## config.mk

```make
export PLATFORM = sky130hd
export DESIGN_NAME = date_add_days_unit_flat
export DESIGN_NICKNAME = d
export VERILOG_FILES = /design/src/rtl/core/dad_pkg.sv /design/src/rtl/core/dad_in_if.sv /design/src/rtl/core/dad_out_if.sv /design/src/rtl/core/dad_alu.sv /design/src/rtl/core/dad_ctrl.sv /design/src/rtl/core/date_add_days_unit.sv /design/src/flat_wrapper.sv
export SDC_FILE = /design/constraint.sdc
export NUM_CORES = 1
export LEC_CHECK = 0
export ABC_AREA = 1
export BUFFER_PORTS_ARGS = -buffer_cell sky130_fd_sc_hd__buf_2
export CORE_UTILIZATION = 50
export CTS_CLUSTER_DIAMETER = 30
export DETAILED_ROUTE_END_ITERATION = 10
export PLACE_DENSITY = 0.69
export SLEW_MARGIN = 20
export SYNTH_ARGS = -nofsm -noshare
export SYNTH_HDL_FRONTEND = slang
export SYNTH_SLANG_ARGS = --single-unit
```

## constraint.sdc

```tcl
create_clock -name clk -period 8.4 [get_ports clk]
set_input_delay 1.26 -clock clk [delete_from_list [all_inputs] [get_ports clk]]
set_output_delay 1.26 -clock clk [all_outputs]
set_load 0.02 [all_outputs]
```

## src/rtl/core/dad_pkg.sv

```systemverilog
// Package for the date_add_days_unit block: widths, calendar constants,
// state type, structs and calendar helper functions. No dependencies.
package dad_pkg;

  localparam int OFFSET_BITS = 17;
  localparam int YEAR_W      = 14;
  localparam int MONTH_W     = 4;
  localparam int DAY_W       = 5;

  // Day accumulator: holds day plus offset and one year length either way.
  localparam int ACC_W = (OFFSET_BITS + 2 > YEAR_W + 1) ? OFFSET_BITS + 2 : YEAR_W + 1;
  // Working year: input range plus the years that the largest offset spans.
  localparam int WY_W  = ((OFFSET_BITS - 8 > YEAR_W) ? OFFSET_BITS - 8 : YEAR_W) + 1;
  localparam int Y400_W = 9;

  localparam int YEAR_MIN     = 1;
  localparam int YEAR_MAX     = 9999;
  localparam int MONTHS       = 12;
  localparam int CYCLE_YEARS  = 400;
  localparam int SHORT_YEAR   = 365;
  localparam int LONG_YEAR    = 366;
  localparam int FEB_SHORT    = 28;
  localparam int FEB_LEAP     = 29;
  localparam int SHORT_MONTH  = 30;
  localparam int LONG_MONTH   = 31;
  localparam int FEBRUARY     = 2;

  typedef enum logic [1:0] {
    ST_IDLE,
    ST_MOD,
    ST_WALK,
    ST_HOLD
  } dad_state_t;

  typedef struct packed {
    logic [YEAR_W-1:0]      year;
    logic [MONTH_W-1:0]     month;
    logic [DAY_W-1:0]       day;
    logic [OFFSET_BITS-1:0] offset;
  } dad_req_t;

  typedef struct packed {
    logic [WY_W-1:0]    year;
    logic [MONTH_W-1:0] month;
    logic [DAY_W-1:0]   day;
  } dad_res_t;

  typedef struct packed {
    logic start;
    logic out_free;
  } dad_cmd_t;

  typedef struct packed {
    logic idle;
    logic done;
  } dad_ctl_t;

  typedef struct packed {
    logic plus;
    logic neg;
  } dad_flags_t;

  function automatic logic is_leap(input logic [Y400_W-1:0] y400);
    logic century;
    century = (y400 == Y400_W'(100)) || (y400 == Y400_W'(200)) ||
              (y400 == Y400_W'(300));
    return (y400[1:0] == 2'd0) && !century;
  endfunction

  function automatic logic [Y400_W-1:0] cyc_inc(input logic [Y400_W-1:0] y400);
    return (y400 == Y400_W'(CYCLE_YEARS - 1)) ? '0 : y400 + Y400_W'(1);
  endfunction

  function automatic logic [Y400_W-1:0] cyc_dec(input logic [Y400_W-1:0] y400);
    return (y400 == '0) ? Y400_W'(CYCLE_YEARS - 1) : y400 - Y400_W'(1);
  endfunction

  function automatic logic [DAY_W-1:0] month_len(input logic [MONTH_W-1:0] m,
                                                  input logic leap);
    logic [DAY_W-1:0] len;
    case (m)
      MONTH_W'(FEBRUARY): len = leap ? DAY_W'(FEB_LEAP) : DAY_W'(FEB_SHORT);
      MONTH_W'(4), MONTH_W'(6), MONTH_W'(9), MONTH_W'(11): len = DAY_W'(SHORT_MONTH);
      default: len = DAY_W'(LONG_MONTH);
    endcase
    return len;
  endfunction

endpackage

```

## src/rtl/core/dad_in_if.sv

```systemverilog
// Input channel of date_add_days_unit: valid/ready plus the base date and offset.
// Depends on dad_pkg.
interface dad_in_if;
  logic                                 valid;
  logic                                 ready;
  logic [dad_pkg::YEAR_W-1:0]           start_year;
  logic [dad_pkg::MONTH_W-1:0]          start_month;
  logic [dad_pkg::DAY_W-1:0]            start_day;
  logic signed [dad_pkg::OFFSET_BITS-1:0] day_offset;

  modport source (output valid, start_year, start_month, start_day, day_offset,
                  input ready);
  modport sink (input valid, start_year, start_month, start_day, day_offset,
                output ready);
endinterface

```

## src/rtl/core/dad_out_if.sv

```systemverilog
// Output channel of date_add_days_unit: valid/ready plus the resulting date.
// Depends on dad_pkg.
interface dad_out_if;
  logic                        valid;
  logic                        ready;
  logic [dad_pkg::YEAR_W-1:0]  end_year;
  logic [dad_pkg::MONTH_W-1:0] end_month;
  logic [dad_pkg::DAY_W-1:0]   end_day;
  logic                        year_out_of_range;

  modport source (output valid, end_year, end_month, end_day, year_out_of_range,
                  input ready);
  modport sink (input valid, end_year, end_month, end_day, year_out_of_range,
                output ready);
endinterface

```

## src/rtl/core/dad_alu.sv

```systemverilog
// Shared adder of the date walk with sign and positive flags.
// Depends on dad_pkg.
module dad_alu (
  input  logic [dad_pkg::ACC_W-1:0] a,
  input  logic [dad_pkg::ACC_W-1:0] b,
  output logic [dad_pkg::ACC_W-1:0] sum,
  output dad_pkg::dad_flags_t       flags
);

  assign sum        = a + b;
  assign flags.neg  = sum[dad_pkg::ACC_W-1];
  assign flags.plus = !sum[dad_pkg::ACC_W-1] && (sum != '0);

endmodule

```

## src/rtl/core/dad_ctrl.sv

```systemverilog
// Sequencer of the date walk: year-mod-400 reduction, then year and month
// steps through the shared adder. Depends on dad_pkg and dad_alu.
module dad_ctrl (
  input  logic              clk,
  input  logic              rst,
  input  dad_pkg::dad_req_t req,
  input  dad_pkg::dad_cmd_t cmd,
  output dad_pkg::dad_ctl_t ctl,
  output dad_pkg::dad_res_t res
);

  localparam int AW = dad_pkg::ACC_W;
  localparam int YW = dad_pkg::WY_W;
  localparam int MW = dad_pkg::MONTH_W;
  localparam int CW = dad_pkg::Y400_W;

  dad_pkg::dad_state_t           state, state_next;
  logic [YW-1:0]                 wy, wy_next;
  logic [CW-1:0]                 y400, y400_next;
  logic [dad_pkg::YEAR_W-1:0]    modr, modr_next;
  logic [MW-1:0]                 month, month_next;
  logic [AW-1:0]                 acc, acc_next;

  logic [AW-1:0]        alu_a, alu_b, alu_sum;
  dad_pkg::dad_flags_t  flags;

  logic [MW-1:0] m_start, m_prev, m_succ;
  logic          leap_c, leap_p, leap_m, early;
  logic          fwd, big_fwd, big_bwd, off_plus, off_neg;
  logic [AW-1:0] yl_f, yl_b, ml_cur, ml_prev;

  dad_alu u_alu (
    .a     (alu_a),
    .b     (alu_b),
    .sum   (alu_sum),
    .flags (flags)
  );

  always_ff @(posedge clk) begin
    if (rst) begin
      state <= dad_pkg::ST_IDLE;
    end else begin
      state <= state_next;
    end
    wy    <= wy_next;
    y400  <= y400_next;
    modr  <= modr_next;
    month <= month_next;
    acc   <= acc_next;
  end

  always_comb begin
    if (req.month == '0) begin
      m_start = MW'(1);
    end else if (req.month > MW'(dad_pkg::MONTHS)) begin
      m_start = MW'(dad_pkg::MONTHS);
    end else begin
      m_start = req.month;
    end
  end

  assign m_prev   = (month == MW'(1)) ? MW'(dad_pkg::MONTHS) : month - MW'(1);
  assign m_succ   = (month == MW'(dad_pkg::MONTHS)) ? MW'(1) : month + MW'(1);
  assign leap_c   = dad_pkg::is_leap(y400);
  assign leap_p   = dad_pkg::is_leap(dad_pkg::cyc_inc(y400));
  assign leap_m   = dad_pkg::is_leap(dad_pkg::cyc_dec(y400));
  assign early    = month <= MW'(dad_pkg::FEBRUARY);
  assign yl_f     = AW'(dad_pkg::SHORT_YEAR) + AW'(early ? leap_c : leap_p);
  assign yl_b     = AW'(dad_pkg::SHORT_YEAR) + AW'(early ? leap_m : leap_c);
  assign ml_cur   = AW'(dad_pkg::month_len(month, leap_c));
  assign ml_prev  = AW'(dad_pkg::month_len(m_prev, leap_c));
  assign fwd      = !acc[AW-1] && (acc != '0);
  assign big_fwd  = $signed(acc) > $signed(AW'(dad_pkg::LONG_YEAR));
  assign big_bwd  = $signed(acc) <= $signed(AW'(-dad_pkg::LONG_YEAR));
  assign off_neg  = req.offset[dad_pkg::OFFSET_BITS-1];
  assign off_plus = !off_neg && (req.offset != '0);

  always_comb begin
    state_next = state;
    wy_next    = wy;
    y400_next  = y400;
    modr_next  = modr;
    month_next = month;
    acc_next   = acc;
    alu_a      = acc;
    alu_b      = '0;
    ctl.idle   = (state == dad_pkg::ST_IDLE);
    ctl.done   = 1'b0;
    case (state)
      dad_pkg::ST_IDLE: begin
        alu_a = AW'(req.day);
        alu_b = AW'($signed(req.offset));
        if (cmd.start) begin
          wy_next    = YW'(req.year);
          modr_next  = req.year;
          month_next = m_start;
          acc_next   = alu_sum;
          if (off_plus || (off_neg && !flags.plus)) begin
            state_next = dad_pkg::ST_MOD;
          end else begin
            state_next = dad_pkg::ST_HOLD;
          end
        end
      end
      dad_pkg::ST_MOD: begin
        alu_a = AW'(modr);
        alu_b = AW'(-dad_pkg::CYCLE_YEARS);
        if (!flags.neg) begin
          modr_next = alu_sum[dad_pkg::YEAR_W-1:0];
        end else begin
          y400_next  = modr[CW-1:0];
          state_next = dad_pkg::ST_WALK;
        end
      end
      dad_pkg::ST_WALK: begin
        if (fwd) begin
          alu_b = big_fwd ? -yl_f : -ml_cur;
          if (flags.plus) begin
            acc_next = alu_sum;
            if (big_fwd || month == MW'(dad_pkg::MONTHS)) begin
              wy_next   = wy + YW'(1);
              y400_next = dad_pkg::cyc_inc(y400);
            end
            month_next = big_fwd ? month : m_succ;
          end else begin
            state_next = dad_pkg::ST_HOLD;
          end
        end else if (wy == '0) begin
          state_next = dad_pkg::ST_HOLD;
        end else begin
          alu_b    = big_bwd ? yl_b : ml_prev;
          acc_next = alu_sum;
          if (big_bwd || month == MW'(1)) begin
            wy_next   = wy - YW'(1);
            y400_next = dad_pkg::cyc_dec(y400);
          end
          month_next = big_bwd ? month : m_prev;
        end
      end
      dad_pkg::ST_HOLD: begin
        if (cmd.out_free) begin
          ctl.done   = 1'b1;
          state_next = dad_pkg::ST_IDLE;
        end
      end
      default: begin
        state_next = dad_pkg::ST_IDLE;
      end
    endcase
  end

  assign res.year  = wy;
  assign res.month = month;
  assign res.day   = acc[dad_pkg::DAY_W-1:0];

endmodule

```

## src/rtl/core/date_add_days_unit.sv

```systemverilog
// Adds a signed day count to a Gregorian date. An item is taken only while the
// unit is idle and then occupies it until its result is loaded into the output
// register. A zero offset, or a negative one that keeps the day at 1 or more,
// goes straight to the hold state. Otherwise the year is first reduced modulo 400
// by repeated subtraction, then one shared adder steps the day count by a whole
// year per cycle while more than a year remains and by one month per cycle after
// that. The output register lets the next item start while a result waits.
// Depends on dad_pkg, dad_in_if, dad_out_if and dad_ctrl.
module date_add_days_unit (
  input  logic      clk,
  input  logic      rst,
  dad_in_if.sink    operand,
  dad_out_if.source result
);

  localparam int YW = dad_pkg::WY_W;

  dad_pkg::dad_req_t req;
  dad_pkg::dad_cmd_t cmd;
  dad_pkg::dad_ctl_t ctl;
  dad_pkg::dad_res_t res;

  logic                        out_valid;
  logic [dad_pkg::YEAR_W-1:0]  out_year;
  logic [dad_pkg::MONTH_W-1:0] out_month;
  logic [dad_pkg::DAY_W-1:0]   out_day;
  logic                        out_flag;
  logic                        clamp_low, clamp_high;

  assign req.year   = operand.start_year;
  assign req.month  = operand.start_month;
  assign req.day    = operand.start_day;
  assign req.offset = operand.day_offset;

  assign cmd.start    = operand.valid && ctl.idle;
  assign cmd.out_free = !out_valid || result.ready;
  assign operand.ready = ctl.idle;

  dad_ctrl u_ctrl (
    .clk (clk),
    .rst (rst),
    .req (req),
    .cmd (cmd),
    .ctl (ctl),
    .res (res)
  );

  assign clamp_low  = (res.year < YW'(dad_pkg::YEAR_MIN));
  assign clamp_high = (res.year > YW'(dad_pkg::YEAR_MAX));

  always_ff @(posedge clk) begin
    if (rst) begin
      out_valid <= 1'b0;
    end else if (ctl.done) begin
      out_valid <= 1'b1;
    end else if (result.ready) begin
      out_valid <= 1'b0;
    end
    if (ctl.done) begin
      if (clamp_low) begin
        out_year  <= dad_pkg::YEAR_W'(dad_pkg::YEAR_MIN);
        out_month <= dad_pkg::MONTH_W'(1);
        out_day   <= dad_pkg::DAY_W'(1);
      end else if (clamp_high) begin
        out_year  <= dad_pkg::YEAR_W'(dad_pkg::YEAR_MAX);
        out_month <= dad_pkg::MONTH_W'(dad_pkg::MONTHS);
        out_day   <= dad_pkg::DAY_W'(dad_pkg::LONG_MONTH);
      end else begin
        out_year  <= res.year[dad_pkg::YEAR_W-1:0];
        out_month <= res.month;
        out_day   <= res.day;
      end
      out_flag <= clamp_low || clamp_high;
    end
  end

  assign result.valid             = out_valid;
  assign result.end_year          = out_year;
  assign result.end_month         = out_month;
  assign result.end_day           = out_day;
  assign result.year_out_of_range = out_flag;

endmodule

```

## src/flat_wrapper.sv

```systemverilog
// flat-port wrapper written by rule: the top's interface ports become plain ports
module date_add_days_unit_flat 
  (clk, rst, operand_valid, operand_start_year, operand_start_month, operand_start_day, operand_day_offset, operand_ready, result_valid, result_end_year, result_end_month, result_end_day, result_year_out_of_range, result_ready);
  dad_in_if operand_i ();
  dad_out_if result_i ();
  input  logic clk;
  input  logic rst;
  input wire logic [$bits(operand_i.valid)-1:0] operand_valid;
  input wire logic [$bits(operand_i.start_year)-1:0] operand_start_year;
  input wire logic [$bits(operand_i.start_month)-1:0] operand_start_month;
  input wire logic [$bits(operand_i.start_day)-1:0] operand_start_day;
  input wire logic [$bits(operand_i.day_offset)-1:0] operand_day_offset;
  output wire logic [$bits(operand_i.ready)-1:0] operand_ready;
  output wire logic [$bits(result_i.valid)-1:0] result_valid;
  output wire logic [$bits(result_i.end_year)-1:0] result_end_year;
  output wire logic [$bits(result_i.end_month)-1:0] result_end_month;
  output wire logic [$bits(result_i.end_day)-1:0] result_end_day;
  output wire logic [$bits(result_i.year_out_of_range)-1:0] result_year_out_of_range;
  input wire logic [$bits(result_i.ready)-1:0] result_ready;
  assign operand_i.valid = operand_valid;
  assign operand_i.start_year = operand_start_year;
  assign operand_i.start_month = operand_start_month;
  assign operand_i.start_day = operand_start_day;
  assign operand_i.day_offset = operand_day_offset;
  assign operand_ready = operand_i.ready;
  assign result_valid = result_i.valid;
  assign result_end_year = result_i.end_year;
  assign result_end_month = result_i.end_month;
  assign result_end_day = result_i.end_day;
  assign result_year_out_of_range = result_i.year_out_of_range;
  assign result_i.ready = result_ready;
  date_add_days_unit u_core (.clk(clk), .rst(rst), .operand(operand_i), .result(result_i));
endmodule
```

==> results of run 1 <==
==> synth_stat cells, types with 5 or more instances <==
cell	n
sky130_fd_sc_hd__nand4_1	18
sky130_fd_sc_hd__a21oi_1	46
sky130_fd_sc_hd__nor2_1	83
sky130_fd_sc_hd__clkbuf_1	14
sky130_fd_sc_hd__nor3_1	11
sky130_fd_sc_hd__o31ai_1	6
sky130_fd_sc_hd__o221ai_1	7
sky130_fd_sc_hd__xor2_1	14
sky130_fd_sc_hd__nor4_1	7
sky130_fd_sc_hd__ha_1	36
sky130_fd_sc_hd__o21ai_1	5
sky130_fd_sc_hd__inv_2	14
sky130_fd_sc_hd__nand2_1	290
sky130_fd_sc_hd__nand3_1	58
sky130_fd_sc_hd__nand3b_1	5
sky130_fd_sc_hd__nor2_2	6
sky130_fd_sc_hd__o21ai_0	50
sky130_fd_sc_hd__o22ai_1	5
sky130_fd_sc_hd__nand2_2	22
sky130_fd_sc_hd__a21oi_2	7
sky130_fd_sc_hd__inv_1	129
sky130_fd_sc_hd__a31oi_1	7
sky130_fd_sc_hd__edfxtp_1	85
sky130_fd_sc_hd__nand3_2	7
sky130_fd_sc_hd__o211ai_1	10
==> final cells by class <==
cell class	count	area [um2]	area share (%)
Clock buffer	9	225.2	2.814
Clock inverter	7	77.57	0.9694
Inverter	146	555.5	6.942
Multi-Input combinational cell	731	3924	49.03
Sequential cell	88	2613	32.65
Tap cell	180	225.2	2.814
Timing Repair Buffer	74	382.9	4.784
==> path summary, 6_finish.rpt <==
path	to	slack (ns)
max reg2reg	u_core.u_ctrl.acc[6]	3.26
min	u_core.result.valid	0.57
max	u_core.u_ctrl.acc[6]	3.26
min reg2reg	u_core.result.valid	0.57
==> per-layer routing <==
layer | vias to the layer above | wire [um] | global-route usage, % | part of all wire, %
li1 | 3415 | - | - | -
met1 | 3152 | 8874 | 37.57 | 43
met2 | 346 | 9397 | 45.09 | 46
met3 | 51 | 1549 | 5.618 | 7.5
met4 | 0 | 767 | 12.88 | 3.7
met5 | - | 0 | 0 | 0
==> worst max-delay path: cells and delay by family (launching register included) <==
family	cells	cell delay, ns
AO/OA/AOI/OAI	2	0.25
adder cells (fa/ha/maj)	3	0.95
buffers and inverters	1	0.39
flip-flops	1	0.46
AND/OR/NAND/NOR	24	2.71
==> metrics by stage <==
| stage | area [um2] | hold WS, ns |
|---|---|---|
| final | 8003 | 0.5688 |
| after global routing | 8003 | 0.5853 |
| after CTS | 8003 | 0.5622 |
| after detailed placement | 7700 | 0.5478 |
| after global placement | 7697 | 0.5428 |
| after floorplan | 7221 | 0.5331 |
==> registers in the layout (all words and copies together), names as in the netlist <==
register,flops
u_core.result.end_day,5
u_core.result.end_month,4
u_core.result.end_year,14
u_core.result.valid,1
u_core.result.year_out_of_range,1
u_core.u_ctrl.acc,19
u_core.u_ctrl.modr,14
u_core.u_ctrl.month,4
u_core.u_ctrl.state,2
u_core.u_ctrl.wy,15
u_core.u_ctrl.y400,9
==> logic make-up after synthesis <==
logic type | share of synthesized area, %
AO/OA/AOI/OAI | 12.82
AND/OR/NAND/NOR | 32.58
flip-flops | 36.18
adder cells (fa/ha/maj) | 6.515
XOR/XNOR | 2.270
buffers and inverters | 9.634
==> impl_metrics.prom, run 1 <==
# TYPE chip_impl_metric gauge
chip_impl_metric{name="post_synth_inst_count",unit=""} 992
chip_impl_metric{name="die_span_in_x",unit="um"} 122.2
chip_impl_metric{name="initial_core_util",unit="%"} 51.62
chip_impl_metric{name="netlist.area_leader.share",unit="%"} 35.35
chip_impl_metric{name="critical_path.max_fanout",unit=""} 19
chip_impl_info{name="mostFrequentLayoutCells",value="sky130_fd_sc_hd__nand2_1 (290), sky130_fd_sc_hd__inv_1 (129), sky130_fd_sc_hd__edfxtp_1 (85)"} 1
chip_impl_metric{name="worst_r2r_path_cells",unit=""} 30
chip_impl_info{name="critical_path_class",value="reg2reg"} 1
chip_impl_metric{name="setup_slack",unit="ns"} 3.261
chip_impl_metric{name="total_wire_length",unit="um"} 20590
chip_impl_info{name="synth_top_cells_by_area",value="sky130_fd_sc_hd__edfxtp_1 (35%), sky130_fd_sc_hd__nand2_1 (15%), sky130_fd_sc_hd__inv_1 (6.7%)"} 1
chip_impl_metric{name="finish.utilization",unit="%"} 57.21
chip_impl_metric{name="antenna_left",unit=""} 0
chip_impl_metric{name="core_region",unit="mm2"} 0.01399
chip_impl_metric{name="synth_cell_types",unit=""} 56
chip_impl_info{name="clock_tree.root_cell",value="sky130_fd_sc_hd__clkbuf_16"} 1
chip_impl_metric{name="clkLatencyLatePin",unit="ns"} 0.36
chip_impl_metric{name="dpl.hpwl",unit="um"} 16180
chip_impl_metric{name="report.final.hold_viol_count",unit=""} 0
chip_impl_info{name="critical_path.reg2reg.startpoint",value="u_core.u_ctrl.y400[0]"} 1
chip_impl_metric{name="grt_start_max_net_pins",unit=""} 31
chip_impl_metric{name="cp_data_required_time",unit="ns"} 8.38
chip_impl_metric{name="drv.max_cap_violation_count",unit=""} 0
chip_impl_metric{name="post_cts_resize_count",unit=""} 0
chip_impl_info{name="timing.hold.worst.start",value="u_core.result.valid"} 1
chip_impl_metric{name="finalSetupTns",unit="ns"} 0
chip_impl_metric{name="layout-drive-gt1-share",unit="%"} 15.92
chip_impl_metric{name="fillCellCount",unit=""} 1354
chip_impl_metric{name="min_tclk_post_route",unit="ns"} 5.139
chip_impl_metric{name="final.period_utilization",unit="%"} 61.18
chip_impl_metric{name="clock_sink_count",unit=""} 88
chip_impl_metric{name="fin_cells",unit=""} 1235
chip_impl_metric{name="htree_num_levels",unit=""} 3
chip_impl_metric{name="grt_first_pass_wirelength",unit="um"} 32020
chip_impl_info{name="crit_path_launch",value="u_core.u_ctrl.y400[0]"} 1
chip_impl_metric{name="routed-via-count",unit=""} 6964
chip_impl_metric{name="post_drt_wl_per_cell",unit="um"} 16.67
chip_impl_info{name="rsz0062_at_grt",value="no"} 1
chip_impl_metric{name="first_pass_iters",unit=""} 5
chip_impl_metric{name="gr-usage-all-layers",unit="%"} 28.49
chip_impl_metric{name="post-cts-setup-buffers",unit=""} 0
chip_impl_metric{name="place.detailed.instances",unit=""} 1219
chip_impl_metric{name="critPathMaxStageDelay",unit="ns"} 0.49
chip_impl_metric{name="whs_path_depth",unit=""} 2
chip_impl_info{name="worstHoldPathType",value="reg2reg"} 1
chip_impl_metric{name="drcViolationCount",unit=""} 0
chip_impl_metric{name="first_global_vias",unit=""} 6131
chip_impl_metric{name="synth_nets",unit=""} 1073
chip_impl_info{name="clock_tree_from_tritoncts",value="yes"} 1
chip_impl_metric{name="cts-hold-fix-buffers",unit=""} 0
chip_impl_info{name="synth_flop_cell",value="sky130_fd_sc_hd__edfxtp_1"} 1
chip_impl_metric{name="fin_nets",unit=""} 1131
chip_impl_info{name="cp_startpoint_kind",value="flip-flop"} 1
chip_impl_metric{name="yosys_register_bits",unit=""} 88
chip_impl_metric{name="viasPerCell",unit=""} 5.639
chip_impl_metric{name="cts_inserted_buffers",unit=""} 9
chip_impl_metric{name="syn-cell-area",unit="mm2"} 0.007221
chip_impl_metric{name="port_buffers",unit=""} 69
chip_impl_metric{name="drv_slew",unit=""} 0
chip_impl_metric{name="diodes",unit=""} 0
chip_impl_metric{name="synth-seq-area-share",unit="%"} 36.18
chip_impl_metric{name="areaGrowthSynthToFinish",unit="%"} 10.83
chip_impl_metric{name="finalClockSkew",unit="ns"} 0.009414
chip_impl_metric{name="slew_headroom",unit="%"} 34.45
chip_impl_metric{name="synthArstFlopShare",unit="%"} 0
chip_impl_metric{name="gp_congestion",unit=""} 0.9789
chip_impl_info{name="critPathSlowestCell",value="sky130_fd_sc_hd__fa_1"} 1
chip_impl_metric{name="tightest_slew",unit="ns"} 0.9796
chip_impl_info{name="critical_path.endpoint_type",value="flip-flop"} 1
chip_impl_metric{name="worst_ep_arrival_time",unit="ns"} 5.12
chip_impl_info{name="layout.cells.most_common",value="sky130_fd_sc_hd__nand2_1"} 1
chip_impl_metric{name="syn_avg_cell_area",unit="um2"} 7.279
chip_impl_metric{name="yosys_warnings",unit=""} 0
chip_impl_metric{name="number_of_antenna_violations_at_the_first_check_in_global_routing",unit=""} 0
chip_impl_metric{name="synth_enable_flop_cells",unit=""} 85
chip_impl_metric{name="dieArea",unit="mm2"} 0.01493
chip_impl_metric{name="core.rowCount",unit=""} 43
chip_impl_metric{name="design.portCount",unit=""} 70
chip_impl_metric{name="place_worst_setup_slack",unit="ns"} 3.387
chip_impl_metric{name="setup-violations-final",unit=""} 0
chip_impl_metric{name="grt_overflow_total",unit=""} 0
chip_impl_info{name="worst_path_most_repeated_cell",value="sky130_fd_sc_hd__nand2_1"} 1
chip_impl_info{name="status",value="complete, no violations"} 1
chip_impl_metric{name="detail_route.iter0.violations",unit=""} 721
chip_impl_info{name="synth_top_area_cell",value="sky130_fd_sc_hd__edfxtp_1"} 1
chip_impl_metric{name="ctsLongestPathBuffers",unit=""} 2
chip_impl_metric{name="dieHeight",unit="um"} 122.2
chip_impl_metric{name="clkTransAtPathRegs",unit="ns"} 0.07
chip_impl_metric{name="max_freq",unit="MHz"} 194.6
Power of run 1 is left out: the tool's default activity adds up to more than one toggle a clock period on the data nets, which glitch-free logic cannot reach.
==> run 2: changes to the inputs <==
==> constraint.sdc (replaced) <==
create_clock -name clk -period 4.9 [get_ports clk]
set_input_delay 0.735 -clock clk [delete_from_list [all_inputs] [get_ports clk]]
set_output_delay 0.735 -clock clk [all_outputs]
set_load 0.02 [all_outputs]
==> impl_metrics.prom, run 2 (synthesis results as in run 1) <==
# TYPE chip_impl_metric gauge
chip_impl_metric{name="fin_nets",unit=""} 1175
chip_impl_metric{name="report.final.hold_viol_count",unit=""} 0
chip_impl_metric{name="core.rowCount",unit=""} 43
chip_impl_metric{name="final.period_utilization",unit="%"} 93.92
chip_impl_metric{name="final_design_area_no_fill",unit="mm2"} 0.008458
chip_impl_info{name="mostFrequentLayoutCells",value="sky130_fd_sc_hd__nand2_1 (289), sky130_fd_sc_hd__inv_1 (127), sky130_fd_sc_hd__edfxtp_1 (85)"} 1
chip_impl_metric{name="post_drt_wl_per_cell",unit="um"} 16.63
chip_impl_metric{name="first_global_vias",unit=""} 6484
chip_impl_metric{name="drcViolationCount",unit=""} 0
chip_impl_metric{name="worst_ep_arrival_time",unit="ns"} 4.72
chip_impl_metric{name="diodes",unit=""} 0
chip_impl_metric{name="clock_sink_count",unit=""} 88
chip_impl_info{name="critical_path.endpoint_type",value="flip-flop"} 1
chip_impl_metric{name="layout-drive-gt1-share",unit="%"} 20.47
chip_impl_info{name="layout.cells.most_common",value="sky130_fd_sc_hd__nand2_1"} 1
chip_impl_metric{name="cp_data_required_time",unit="ns"} 5.02
chip_impl_metric{name="multi_input_comb_area",unit="mm2"} 0.004015
chip_impl_metric{name="antenna_left",unit=""} 0
chip_impl_metric{name="crit_buf_inv",unit=""} 1
chip_impl_metric{name="routed-via-count",unit=""} 7109
chip_impl_metric{name="first_pass_iters",unit=""} 6
chip_impl_metric{name="dpl-instance-area",unit="mm2"} 0.007950
chip_impl_metric{name="critical_path.max_fanout",unit=""} 8
chip_impl_metric{name="cts-hold-fix-buffers",unit=""} 0
chip_impl_metric{name="critPathMaxStageDelay",unit="ns"} 0.54
chip_impl_metric{name="tightest_slew",unit="ns"} 0.8032
chip_impl_metric{name="gr-usage-all-layers",unit="%"} 29.31
chip_impl_metric{name="core_region",unit="mm2"} 0.01399
chip_impl_metric{name="grt_first_pass_wirelength",unit="um"} 33020
chip_impl_metric{name="finalSetupTns",unit="ns"} 0
chip_impl_metric{name="drv_slew",unit=""} 0
chip_impl_info{name="worst_path_most_repeated_cell",value="sky130_fd_sc_hd__nand2_1"} 1
chip_impl_info{name="largest_registers",value="u_core.u_ctrl.acc: 19 flops, u_core.u_ctrl.wy: 15 flops"} 1
chip_impl_metric{name="port_buffers",unit=""} 69
chip_impl_info{name="critPathSlowestCell",value="sky130_fd_sc_hd__edfxtp_1"} 1
chip_impl_metric{name="initial_core_util",unit="%"} 51.62
chip_impl_info{name="clock_tree.root_cell",value="sky130_fd_sc_hd__clkbuf_16"} 1
chip_impl_metric{name="dieArea",unit="mm2"} 0.01493
chip_impl_metric{name="min_tclk_post_route",unit="ns"} 4.602
chip_impl_info{name="regMostFlops",value="u_core.u_ctrl.acc"} 1
chip_impl_metric{name="cts_inserted_buffers",unit=""} 9
chip_impl_metric{name="ctsLongestPathBuffers",unit=""} 2
chip_impl_metric{name="total_wire_length",unit="um"} 21270
chip_impl_metric{name="die_span_in_x",unit="um"} 122.2
chip_impl_metric{name="areaGrowthSynthToFinish",unit="%"} 17.14
chip_impl_metric{name="dieHeight",unit="um"} 122.2
chip_impl_metric{name="finalClockSkew",unit="ns"} 0.008180
chip_impl_metric{name="slew_headroom",unit="%"} 46.39
chip_impl_metric{name="drv.max_cap_violation_count",unit=""} 0
chip_impl_metric{name="place_worst_setup_slack",unit="ns"} 0.1358
chip_impl_metric{name="clkLatencyLatePin",unit="ns"} 0.36
chip_impl_metric{name="htree_num_levels",unit=""} 3
chip_impl_metric{name="largest_register_ff_count",unit=""} 19
chip_impl_info{name="critical_path_class",value="reg2reg"} 1
chip_impl_metric{name="gp_congestion",unit=""} 0.9836
chip_impl_metric{name="max_freq",unit="MHz"} 217.3
chip_impl_metric{name="setup-violations-final",unit=""} 0
chip_impl_metric{name="setup_slack",unit="ns"} 0.2979
chip_impl_metric{name="ff_latch_area",unit="mm2"} 0.002613
chip_impl_metric{name="clkTransAtPathRegs",unit="ns"} 0.07
chip_impl_metric{name="detail_route.iter0.violations",unit=""} 754
chip_impl_metric{name="grt_start_max_net_pins",unit=""} 26
chip_impl_metric{name="design.portCount",unit=""} 70
chip_impl_metric{name="number_of_antenna_violations_at_the_first_check_in_global_routing",unit=""} 0
chip_impl_info{name="status",value="complete, no violations"} 1
chip_impl_metric{name="fillCellCount",unit=""} 1343
chip_impl_info{name="rsz0062_at_grt",value="no"} 1
chip_impl_info{name="clock_tree_from_tritoncts",value="yes"} 1
chip_impl_metric{name="grt_overflow_total",unit=""} 0
chip_impl_info{name="critical-path-top-delay-family",value="simple AND/OR/NAND/NOR gates"} 1
chip_impl_info{name="worstHoldPathType",value="in2reg"} 1
chip_impl_metric{name="dpl.hpwl",unit="um"} 16710
chip_impl_metric{name="viasPerCell",unit=""} 5.558
chip_impl_info{name="cp_startpoint_kind",value="flip-flop"} 1
[run 2: per-layer routing]
layer | part of all wire, % | vias to the layer above | GRT usage [%]
met1 | 43 | 3253 | 38.31
met3 | 6.3 | 60 | 4.120
met2 | 46 | 295 | 47.39
met5 | 0 | - | 0
met4 | 4.1 | 0 | 14.63
li1 | - | 3501 | -
[run 2: what timing repair did]
item	4_1_cts	5_1_grt
setup buffers	0	10
gates resized for setup	0	30
endpoints found under the setup margin	0	58
[run 2: worst reg2reg max path: cells and delay by family, from the launching register on]
| family | cells | cell delay [ns] |
|---|---|---|
| simple gates | 24 | 2.44 |
| flops | 1 | 0.54 |
| buf+inv | 1 | 0.15 |
| compound gates | 3 | 0.38 |
| fa+ha+maj | 3 | 0.87 |
[run 2: layout make-up]
class                   instances  area share (%)
repair buffers                118           8.964
well taps                     180           2.663
clock inverters                 7          0.7249
flip-flops and latches         88           30.89
inverters                     146           6.627
clock buffers                   9           2.663
multi-input cells             731           47.47
[run 2: stage by stage]
| stage | std cells | hold slack (ns) | utilization [%] |
|---|---|---|---|
| 4_1_cts | 1267 | 0.5409 | 58.88 |
| 3_5_place_dp | 1251 | 0.5578 | 56.83 |
| 2_1_floorplan | 992 | 0.5331 | - |
| 5_1_grt | 1279 | 0.5538 | 60.47 |
| 6_report | 1279 | 0.5480 | 60.47 |
| 3_3_place_gp | 1251 | 0.5591 | 56.83 |
[run 2: worst paths after layout]
kind | from | to | slack (ns) | depth (start not counted)
worst max-delay path | u_core.u_ctrl.y400[0] | u_core.u_ctrl.wy[7] | 0.30 | 31
worst min-delay path | rst | u_core.result.valid | 0.55 | 2
worst min register to register | u_core.result.valid | u_core.result.valid | 0.57 | 2
worst max register to register | u_core.u_ctrl.y400[0] | u_core.u_ctrl.wy[7] | 0.30 | 31
Power of run 2 is left out for the same reason.
